`src/sv/bqc_pkg.sv`:
```
// ----------------------------------------------------------------------------
// bqc_pkg: shared types and constants for the bracket and quote checker
// Beat formats, lexical mode codes, status codes and bracket kind codes.
// ----------------------------------------------------------------------------
package bqc_pkg;

   // Default number of stack entries
   localparam int BQC_STACK_DEPTH = 1024;

   // Input beat: one text byte or an end-of-text marker
   typedef struct packed {
      logic [7:0] text_byte;
      logic       end_of_text;
   } req_type;

   // Result beat
   typedef struct packed {
      logic [3:0] status;
      logic       open_left;
   } rsp_type;

   // Lexical mode codes
   localparam int MODE_W = 4;
   localparam logic [MODE_W-1:0] MODE_NORMAL     = 4'd0;
   localparam logic [MODE_W-1:0] MODE_SLASH      = 4'd1;
   localparam logic [MODE_W-1:0] MODE_DQ         = 4'd2;
   localparam logic [MODE_W-1:0] MODE_DQ_ESC     = 4'd3;
   localparam logic [MODE_W-1:0] MODE_SQ         = 4'd4;
   localparam logic [MODE_W-1:0] MODE_SQ_ESC     = 4'd5;
   localparam logic [MODE_W-1:0] MODE_LINE       = 4'd6;
   localparam logic [MODE_W-1:0] MODE_BLOCK      = 4'd7;
   localparam logic [MODE_W-1:0] MODE_BLOCK_STAR = 4'd8;
   localparam logic [MODE_W-1:0] MODE_HALTED     = 4'd9;

   // Status codes
   localparam logic [3:0] ST_OK          = 4'd0;
   localparam logic [3:0] ST_BAD_PAREN   = 4'd1;
   localparam logic [3:0] ST_BAD_BRACE   = 4'd2;
   localparam logic [3:0] ST_BAD_SQUARE  = 4'd3;
   localparam logic [3:0] ST_OPEN_REMAIN = 4'd4;
   localparam logic [3:0] ST_DQ_ESC_END  = 4'd5;
   localparam logic [3:0] ST_DQ_OPEN     = 4'd6;
   localparam logic [3:0] ST_SQ_ESC_END  = 4'd7;
   localparam logic [3:0] ST_SQ_OPEN     = 4'd8;
   localparam logic [3:0] ST_BLOCK_OPEN  = 4'd9;
   localparam logic [3:0] ST_OVERFLOW    = 4'd10;

   // Bracket kind codes as kept on the stack
   localparam int KIND_W = 2;
   localparam logic [KIND_W-1:0] KIND_PAREN  = 2'd0;
   localparam logic [KIND_W-1:0] KIND_BRACE  = 2'd1;
   localparam logic [KIND_W-1:0] KIND_SQUARE = 2'd2;

   // Characters of interest
   localparam logic [7:0] CH_LPAREN  = 8'h28;
   localparam logic [7:0] CH_RPAREN  = 8'h29;
   localparam logic [7:0] CH_LBRACE  = 8'h7B;
   localparam logic [7:0] CH_RBRACE  = 8'h7D;
   localparam logic [7:0] CH_LSQUARE = 8'h5B;
   localparam logic [7:0] CH_RSQUARE = 8'h5D;
   localparam logic [7:0] CH_DQUOTE  = 8'h22;
   localparam logic [7:0] CH_SQUOTE  = 8'h27;
   localparam logic [7:0] CH_BSLASH  = 8'h5C;
   localparam logic [7:0] CH_STAR    = 8'h2A;
   localparam logic [7:0] CH_SLASH   = 8'h2F;
   localparam logic [7:0] CH_NEWLINE = 8'h0A;

   // Stack operation requested by the lexer for one beat
   typedef struct packed {
      logic              push;
      logic              pop;
      logic [KIND_W-1:0] kind;
   } stack_op_type;

endpackage

```
`src/sv/bqc_ram.sv`:
```
// ----------------------------------------------------------------------------
// bqc_ram: generic single-port-write, single-port-read RAM
// One write and one registered read per cycle.
// ----------------------------------------------------------------------------
module bqc_ram #(
   parameter int WIDTH = 2,
   parameter int DEPTH = 1024
) (
   input  logic                     clock,
   input  logic                     wr_en,
   input  logic [$clog2(DEPTH)-1:0] wr_addr,
   input  logic [WIDTH-1:0]         wr_data,
   input  logic [$clog2(DEPTH)-1:0] rd_addr,
   output logic [WIDTH-1:0]         rd_data
);

   logic [WIDTH-1:0] mem_ff [DEPTH];
   logic [WIDTH-1:0] rd_data_ff;

   // Write and registered read
   always_ff @(posedge clock) begin
      if (wr_en) begin
         mem_ff[wr_addr] <= wr_data;
      end
      rd_data_ff <= mem_ff[rd_addr];
   end

   assign rd_data = rd_data_ff;

endmodule

```
`src/sv/bqc_lex.sv`:
```
// ----------------------------------------------------------------------------
// bqc_lex: lexical mode step and bracket decision
// Computes the next mode, the stack operation and any result for one beat.
// ----------------------------------------------------------------------------
module bqc_lex #(
   parameter int STACK_DEPTH = bqc_pkg::BQC_STACK_DEPTH
) (
   input  bqc_pkg::req_type                  req,
   input  logic [bqc_pkg::MODE_W-1:0]        mode,
   input  logic [$clog2(STACK_DEPTH+1)-1:0]  depth,
   input  logic [bqc_pkg::KIND_W-1:0]        top_kind,
   output logic [bqc_pkg::MODE_W-1:0]        mode_next,
   output bqc_pkg::stack_op_type             op,
   output logic                              emit,
   output bqc_pkg::rsp_type                  rsp
);
   import bqc_pkg::*;

   localparam int DEPTH_W = $clog2(STACK_DEPTH+1);

   logic [7:0]        ch;
   logic              empty;
   logic              full;
   logic              run_normal;
   logic [MODE_W-1:0] lex_mode;
   logic [MODE_W-1:0] norm_mode;
   logic [3:0]        norm_status;
   logic              norm_push;
   logic              norm_pop;
   logic [KIND_W-1:0] norm_kind;

   assign ch    = req.text_byte;
   assign empty = (depth == '0);
   assign full  = (depth == DEPTH_W'(STACK_DEPTH));

   // Normal-code handling of one byte
   always_comb begin
      norm_mode   = MODE_NORMAL;
      norm_status = ST_OK;
      norm_push   = 1'b0;
      norm_pop    = 1'b0;
      norm_kind   = KIND_PAREN;
      case (ch)
         CH_DQUOTE: norm_mode = MODE_DQ;
         CH_SQUOTE: norm_mode = MODE_SQ;
         CH_SLASH:  norm_mode = MODE_SLASH;
         CH_LPAREN, CH_LBRACE, CH_LSQUARE: begin
            norm_kind = (ch == CH_LPAREN) ? KIND_PAREN :
                        (ch == CH_LBRACE) ? KIND_BRACE : KIND_SQUARE;
            if (full) begin
               norm_status = ST_OVERFLOW;
            end else begin
               norm_push = 1'b1;
            end
         end
         CH_RPAREN, CH_RBRACE, CH_RSQUARE: begin
            norm_kind = (ch == CH_RPAREN) ? KIND_PAREN :
                        (ch == CH_RBRACE) ? KIND_BRACE : KIND_SQUARE;
            if (empty || top_kind != norm_kind) begin
               norm_status = (ch == CH_RPAREN) ? ST_BAD_PAREN :
                             (ch == CH_RBRACE) ? ST_BAD_BRACE : ST_BAD_SQUARE;
            end else begin
               norm_pop = 1'b1;
            end
         end
         default: norm_mode = MODE_NORMAL;
      endcase
   end

   // Mode transitions outside normal code
   always_comb begin
      lex_mode   = mode;
      run_normal = 1'b0;
      case (mode)
         MODE_NORMAL: run_normal = 1'b1;
         MODE_SLASH: begin
            if (ch == CH_SLASH) begin
               lex_mode = MODE_LINE;
            end else if (ch == CH_STAR) begin
               lex_mode = MODE_BLOCK;
            end else begin
               run_normal = 1'b1;
            end
         end
         MODE_DQ: begin
            if (ch == CH_BSLASH) begin
               lex_mode = MODE_DQ_ESC;
            end else if (ch == CH_DQUOTE) begin
               lex_mode = MODE_NORMAL;
            end
         end
         MODE_DQ_ESC: lex_mode = MODE_DQ;
         MODE_SQ: begin
            if (ch == CH_BSLASH) begin
               lex_mode = MODE_SQ_ESC;
            end else if (ch == CH_SQUOTE) begin
               lex_mode = MODE_NORMAL;
            end
         end
         MODE_SQ_ESC: lex_mode = MODE_SQ;
         MODE_LINE: begin
            if (ch == CH_NEWLINE) begin
               lex_mode = MODE_NORMAL;
            end
         end
         MODE_BLOCK: begin
            if (ch == CH_STAR) begin
               lex_mode = MODE_BLOCK_STAR;
            end
         end
         MODE_BLOCK_STAR: begin
            if (ch == CH_SLASH) begin
               lex_mode = MODE_NORMAL;
            end else if (ch != CH_STAR) begin
               lex_mode = MODE_BLOCK;
            end
         end
         default: lex_mode = MODE_HALTED;
      endcase
   end

   // Combine into the beat decision
   always_comb begin
      mode_next     = lex_mode;
      op.push       = 1'b0;
      op.pop        = 1'b0;
      op.kind       = norm_kind;
      emit          = 1'b0;
      rsp.status    = ST_OK;
      rsp.open_left = 1'b0;
      if (req.end_of_text) begin
         // Close out the text and return to the reset mode
         mode_next     = MODE_NORMAL;
         emit          = (mode != MODE_HALTED);
         rsp.open_left = !empty;
         case (mode)
            MODE_DQ_ESC:                rsp.status = ST_DQ_ESC_END;
            MODE_DQ:                    rsp.status = ST_DQ_OPEN;
            MODE_SQ_ESC:                rsp.status = ST_SQ_ESC_END;
            MODE_SQ:                    rsp.status = ST_SQ_OPEN;
            MODE_BLOCK, MODE_BLOCK_STAR: rsp.status = ST_BLOCK_OPEN;
            default:                    rsp.status = empty ? ST_OK : ST_OPEN_REMAIN;
         endcase
      end else if (run_normal) begin
         if (norm_status != ST_OK) begin
            // First error: report and halt until end of text
            mode_next  = MODE_HALTED;
            emit       = 1'b1;
            rsp.status = norm_status;
         end else begin
            mode_next = norm_mode;
            op.push   = norm_push;
            op.pop    = norm_pop;
         end
      end
   end

endmodule

```
`src/sv/c_bracket_quote_checker_core.sv`:
```
// ----------------------------------------------------------------------------
// c_bracket_quote_checker_core: bracket and quote checker for C source text
// Tracks lexical mode and keeps the bracket stack in a RAM with a cached top.
// ----------------------------------------------------------------------------
// Throughput: one beat per cycle while the output register is free or draining.
// Output: a result beat appears on rsp_ in the cycle after the causing req_ beat.
// The RAM read port always prefetches the entry below the top of stack, so a
// pop in the next cycle finds its new top ready.
// Reset: mode returns to normal code and the stack to empty; RAM is not cleared.
// ----------------------------------------------------------------------------
module c_bracket_quote_checker_core #(
   parameter int STACK_DEPTH = bqc_pkg::BQC_STACK_DEPTH
) (
   input  logic             clock,
   input  logic             reset,
   input  logic             req_valid,
   output logic             req_ready,
   input  bqc_pkg::req_type req_payload,
   output logic             rsp_valid,
   input  logic             rsp_ready,
   output bqc_pkg::rsp_type rsp_payload
);
   import bqc_pkg::*;

   localparam int DEPTH_W = $clog2(STACK_DEPTH+1);
   localparam int ADDR_W  = $clog2(STACK_DEPTH);

   logic [MODE_W-1:0]  mode_ff;
   logic [MODE_W-1:0]  mode_in;
   logic [DEPTH_W-1:0] depth_ff;
   logic [DEPTH_W-1:0] depth_in;
   logic [KIND_W-1:0]  top_ff;
   logic [KIND_W-1:0]  top_in;
   logic               rsp_valid_ff;
   logic               rsp_valid_in;
   rsp_type            rsp_ff;
   rsp_type            rsp_in;

   logic [MODE_W-1:0]  lex_mode_next;
   stack_op_type       lex_op;
   logic               lex_emit;
   rsp_type            lex_rsp;
   logic [KIND_W-1:0]  below_kind;
   logic               accept;
   logic [DEPTH_W-1:0] rd_depth;

   // Accept while the output register is free or draining
   assign req_ready = !rsp_valid_ff || rsp_ready;
   assign accept    = req_valid && req_ready;

   bqc_lex #(
      .STACK_DEPTH(STACK_DEPTH)
   ) u_lex (
      .req       (req_payload),
      .mode      (mode_ff),
      .depth     (depth_ff),
      .top_kind  (top_ff),
      .mode_next (lex_mode_next),
      .op        (lex_op),
      .emit      (lex_emit),
      .rsp       (lex_rsp)
   );

   // Next stack and mode state
   always_comb begin
      mode_in  = mode_ff;
      depth_in = depth_ff;
      top_in   = top_ff;
      if (accept) begin
         mode_in = lex_mode_next;
         if (req_payload.end_of_text) begin
            depth_in = '0;
         end else if (lex_op.push) begin
            depth_in = depth_ff + DEPTH_W'(1);
            top_in   = lex_op.kind;
         end else if (lex_op.pop) begin
            depth_in = depth_ff - DEPTH_W'(1);
            top_in   = below_kind;
         end
      end
   end

   // Prefetch the entry under the next top of stack
   assign rd_depth = depth_in - DEPTH_W'(2);

   bqc_ram #(
      .WIDTH (KIND_W),
      .DEPTH (STACK_DEPTH)
   ) u_stack_ram (
      .clock   (clock),
      .wr_en   (accept && lex_op.push),
      .wr_addr (depth_ff[ADDR_W-1:0]),
      .wr_data (lex_op.kind),
      .rd_addr (rd_depth[ADDR_W-1:0]),
      .rd_data (below_kind)
   );

   // Output register: load a new result or drop the taken one
   always_comb begin
      rsp_valid_in = rsp_valid_ff && !rsp_ready;
      rsp_in       = rsp_ff;
      if (accept && lex_emit) begin
         rsp_valid_in = 1'b1;
         rsp_in       = lex_rsp;
      end
   end

   // Control state
   always_ff @(posedge clock) begin
      if (reset) begin
         mode_ff      <= MODE_NORMAL;
         depth_ff     <= '0;
         rsp_valid_ff <= 1'b0;
      end else begin
         mode_ff      <= mode_in;
         depth_ff     <= depth_in;
         rsp_valid_ff <= rsp_valid_in;
      end
   end

   // Payload state
   always_ff @(posedge clock) begin
      top_ff <= top_in;
      rsp_ff <= rsp_in;
   end

   assign rsp_valid   = rsp_valid_ff;
   assign rsp_payload = rsp_ff;

endmodule

```
`config.mk`:
```
export PLATFORM = sky130hd
export DESIGN_NAME = c_bracket_quote_checker_core
export DESIGN_NICKNAME = d
export VERILOG_FILES = /design/src/sv/bqc_pkg.sv /design/src/sv/bqc_ram.sv /design/src/sv/bqc_lex.sv /design/src/sv/c_bracket_quote_checker_core.sv
export SDC_FILE = /design/constraint.sdc
export NUM_CORES = 2
export LEC_CHECK = 0
export BUFFER_PORTS_ARGS = -buffer_cell sky130_fd_sc_hd__clkbuf_2
export CORE_MARGIN = 1
export CORE_UTILIZATION = 30
export CTS_CLUSTER_DIAMETER = 80
export DETAILED_ROUTE_END_ITERATION = 16
export PLACE_DENSITY_LB_ADDON = 0.12
export RECOVER_POWER = 50
export SKIP_CTS_REPAIR_TIMING = 1
export SLEW_MARGIN = 20
export SYNTH_ARGS = -nofsm -noshare
export SYNTH_HDL_FRONTEND = slang
export SYNTH_HIERARCHICAL = 1
export SYNTH_SLANG_ARGS = --single-unit
```
`constraint.sdc`:
```
create_clock -name clock -period 101.5 [get_ports clock]
set_input_delay 10.15 -clock clock [delete_from_list [all_inputs] [get_ports clock]]
set_output_delay 10.15 -clock clock [all_outputs]
set_load 0.02 [all_outputs]
```
==> qor.yml <==
floorplan:
  initial_utilization_pct: 30.16
  die_area_mm2: 0.2889
  die_w_um: 537.5
  io_pins: 20
  coreArea_mm2: 0.2852
  dieHeight_um: 537.5
  fp-row-count: 196
synth:
  synth_cell_types: 97
  synth_edf_count: 2055
  ys_warn_count: 6
  syn_inst: 5086
  avgSynthCellArea_um2: 16.91
  ys_seq_area_share_pct: 72.16
  synth_ff_type: "edfxtp_1"
  synthArstFlopShare_pct: 0
  syn_area_mm2: 0.08601
  synth_nets: 5102
  ys_ff_latch: 2073
timing:
  hold_violations: 0
  period_needed_ps: 26630
  relSlewSlack_pct: -494.5
  finalCritPeriodShare_pct: 26.24
  timing.fmax_mhz: 37.55
  rsz0062_at_grt: "no"
  worst_pin_slew_ps: 8917
  fin_skew_ps: 43.13
  final_max_slew_viol_count: 2222
  finalSetupViolations: 0
  finalWorstSetupSlack_ps: 74870
  tns_ps: 0
critical_path:
  setup.worst_path.start_class: "input pin"
  arrival_ps: 26760
  end_kind: "flip-flop"
  critPathKind: "in2reg"
  worstPathMaxFanout: 207
  critPathRequiredTime_ps: 101630
cts:
  clkLatencyLatePin_ps: 880
  clk_pin_slew_worst_paths_ps: 60
  root_buffer: "clkbuf_16"
  htree_levels: 4
  cts_tree: "yes"
  cts_buffers: 232
  ctsLongestPathBuffers: 4
  numClockSinks: 2073
outcome:
  violations: "capacitance limit, slew limit"
  status: "complete, but fails checks"
power:
  ir_drop_mv: 0.01570
  total_leakage_power_nw: 25.64
  power_density_mw_per_mm2: 17.82
  p_total_w: 0.001734
routing:
  vias: 46334
  wl_met3_um: 13250
  wire_per_inst_um: 30.16
  vias_per_cell: 5.127
  routed_wl_um: 272600
  first_iter_violations: 4435
  drt-pass1-iter-count: 5
  drt-met1-wl_um: 117400
  detail_route.drc_violations: 0
  route.met2.wl_um: 135800
  top_layer: "met4"
  ant_nets: 0
global_routing:
  grt_pass1_wl_um: 382600
  grt_pass1_vias: 49369
  track_usage_pct: 18.80
  grt_overflow: 0
  grt_max_degree: 208
  antenna_found_initial: 22
finish:
  area_delta_synth_final_pct: 13.09
  nets: 5105
  layout_common_cells: "edfxtp_1 (2055), nor2_1 (1076), mux4_2 (449), clkbuf_16 (233), mux2i_1 (208)"
  design_area_mm2: 0.09728
  final_common_cell: "edfxtp_1"
  layout-drive-gt1-share_pct: 19.01
hold_path:
  hp-class: "reg2reg"
placement:
  dp_slack_ps: 80550
  portBuffers: 19
  hpwl_um: 152800
  gp_congestion: 0.7727
  placed_cell_area_mm2: 0.09052
flow_run:
  drv_cap: 28
[power by group]
group	internal (W)	switching, W	leakage, nW	total [W]
Combinational	0.00000183	0.00000610	5.60	0.00000793
Sequential	0.000929	0.000000176	16.6	0.000929
Clock	0.000451	0.000345	3.43	0.000797
[sequential cells by signal (all words and copies together), names as in the netlist]
signal	count
rsp_valid	1
top_ff	2
u_stack_ram/mem_ff	2048
u_stack_ram/rd_data	2
depth_ff	11
mode_ff	4
rsp_payload	5
[final cells by class]
type | count | area [µm²]
Multi-Input combinational cell | 2585 | 22150
Timing Repair Buffer | 180 | 1241
Inverter | 17 | 72.57
Sequential cell | 2073 | 62070
Clock buffer | 292 | 6072
Fill cell | 27313 | 187900
Tap cell | 3762 | 4707
Antenna cell | 4 | 10.01
Clock inverter | 125 | 959.7
[per-stage QoR]
stage	std cells	hold WS, ps	util, %
2_1_floorplan	5086	459.1	-
3_3_place_gp	8617	521.9	31.74
3_5_place_dp	8617	512.5	31.74
4_1_cts	9034	521.2	34.20
5_1_grt	9035	544.6	34.10
6_report	9038	525.6	34.11
[logic make-up after synthesis]
kind of cell	after synthesis	synth area share, %
flops	2073	72.16
simple gates	1468	7.222
mux	670	14.35
compound gates	431	3.519
buf+inv	428	2.575
xor+xnor	13	0.1324
fa+ha+maj	3	0.04364
[path summary, 6_finish.rpt]
path                                     start                          to  slack [ps]  cells after the start
worst max-delay path            req_payload[3]  u_stack_ram/mem_ff[702][1]       74870                      7
worst min-delay path              depth_ff[10]                depth_ff[10]         530                      2
worst max register to register     depth_ff[4]      u_stack_ram/rd_data[0]       90930                     16
worst min register to register    depth_ff[10]                depth_ff[10]         530                      2
[critical path: stages]
cell and delay [ps]:
clkbuf_1 340, xor2_1 190, nand4_1 230, nor2_4 130
clkbuf_1 6150, clkbuf_1 6060, clkbuf_1 2970
[per-layer routing]
metal / track usage (%) / vias up
li1: - / 20042
met1: 25.09 / 24786
met2: 32.31 / 1180
met3: 2.565 / 326
met4: 4.421 / 0
met5: 0 / -
[cell usage after synthesis, types with 7 or more instances]
| cell type | n | area, µm² |
|---|---|---|
| o221ai_1 | 83 | 727.0 |
| mux2i_1 | 208 | 2082 |
| nand2_1 | 127 | 476.7 |
| buf_4 | 29 | 217.7 |
| nand4_1 | 23 | 143.9 |
| a21oi_1 | 92 | 460.4 |
| a22oi_1 | 49 | 367.9 |
| xnor2_1 | 7 | 61.31 |
| nor2_1 | 1082 | 4061 |
| buf_8 | 14 | 210.2 |
| a221oi_1 | 13 | 113.9 |
| a211oi_1 | 14 | 105.1 |
| and2_1 | 7 | 43.79 |
| and3_1 | 12 | 75.07 |
| nor3b_1 | 13 | 97.59 |
| dfxtp_1 | 18 | 360.4 |
| a31oi_1 | 11 | 68.82 |
| nand3_1 | 52 | 260.3 |
| a22o_1 | 13 | 113.9 |
| mux2_2 | 11 | 123.9 |
| nand2b_1 | 13 | 81.33 |
| buf_2 | 30 | 150.1 |
| nor2b_1 | 16 | 100.1 |
| o31ai_1 | 7 | 52.55 |
| edfxtp_1 | 2055 | 61710 |
| nor3_1 | 56 | 280.3 |
| nor4_1 | 12 | 75.07 |
| o22ai_1 | 47 | 294.0 |
| clkbuf_1 | 246 | 923.4 |
| buf_6 | 36 | 405.4 |
| nand3b_1 | 9 | 67.56 |
| inv_1 | 14 | 52.55 |
| o21ai_0 | 51 | 255.2 |
| mux4_2 | 449 | 10110 |
| buf_1 | 54 | 202.7 |
Power figures use the tool's default switching activity.
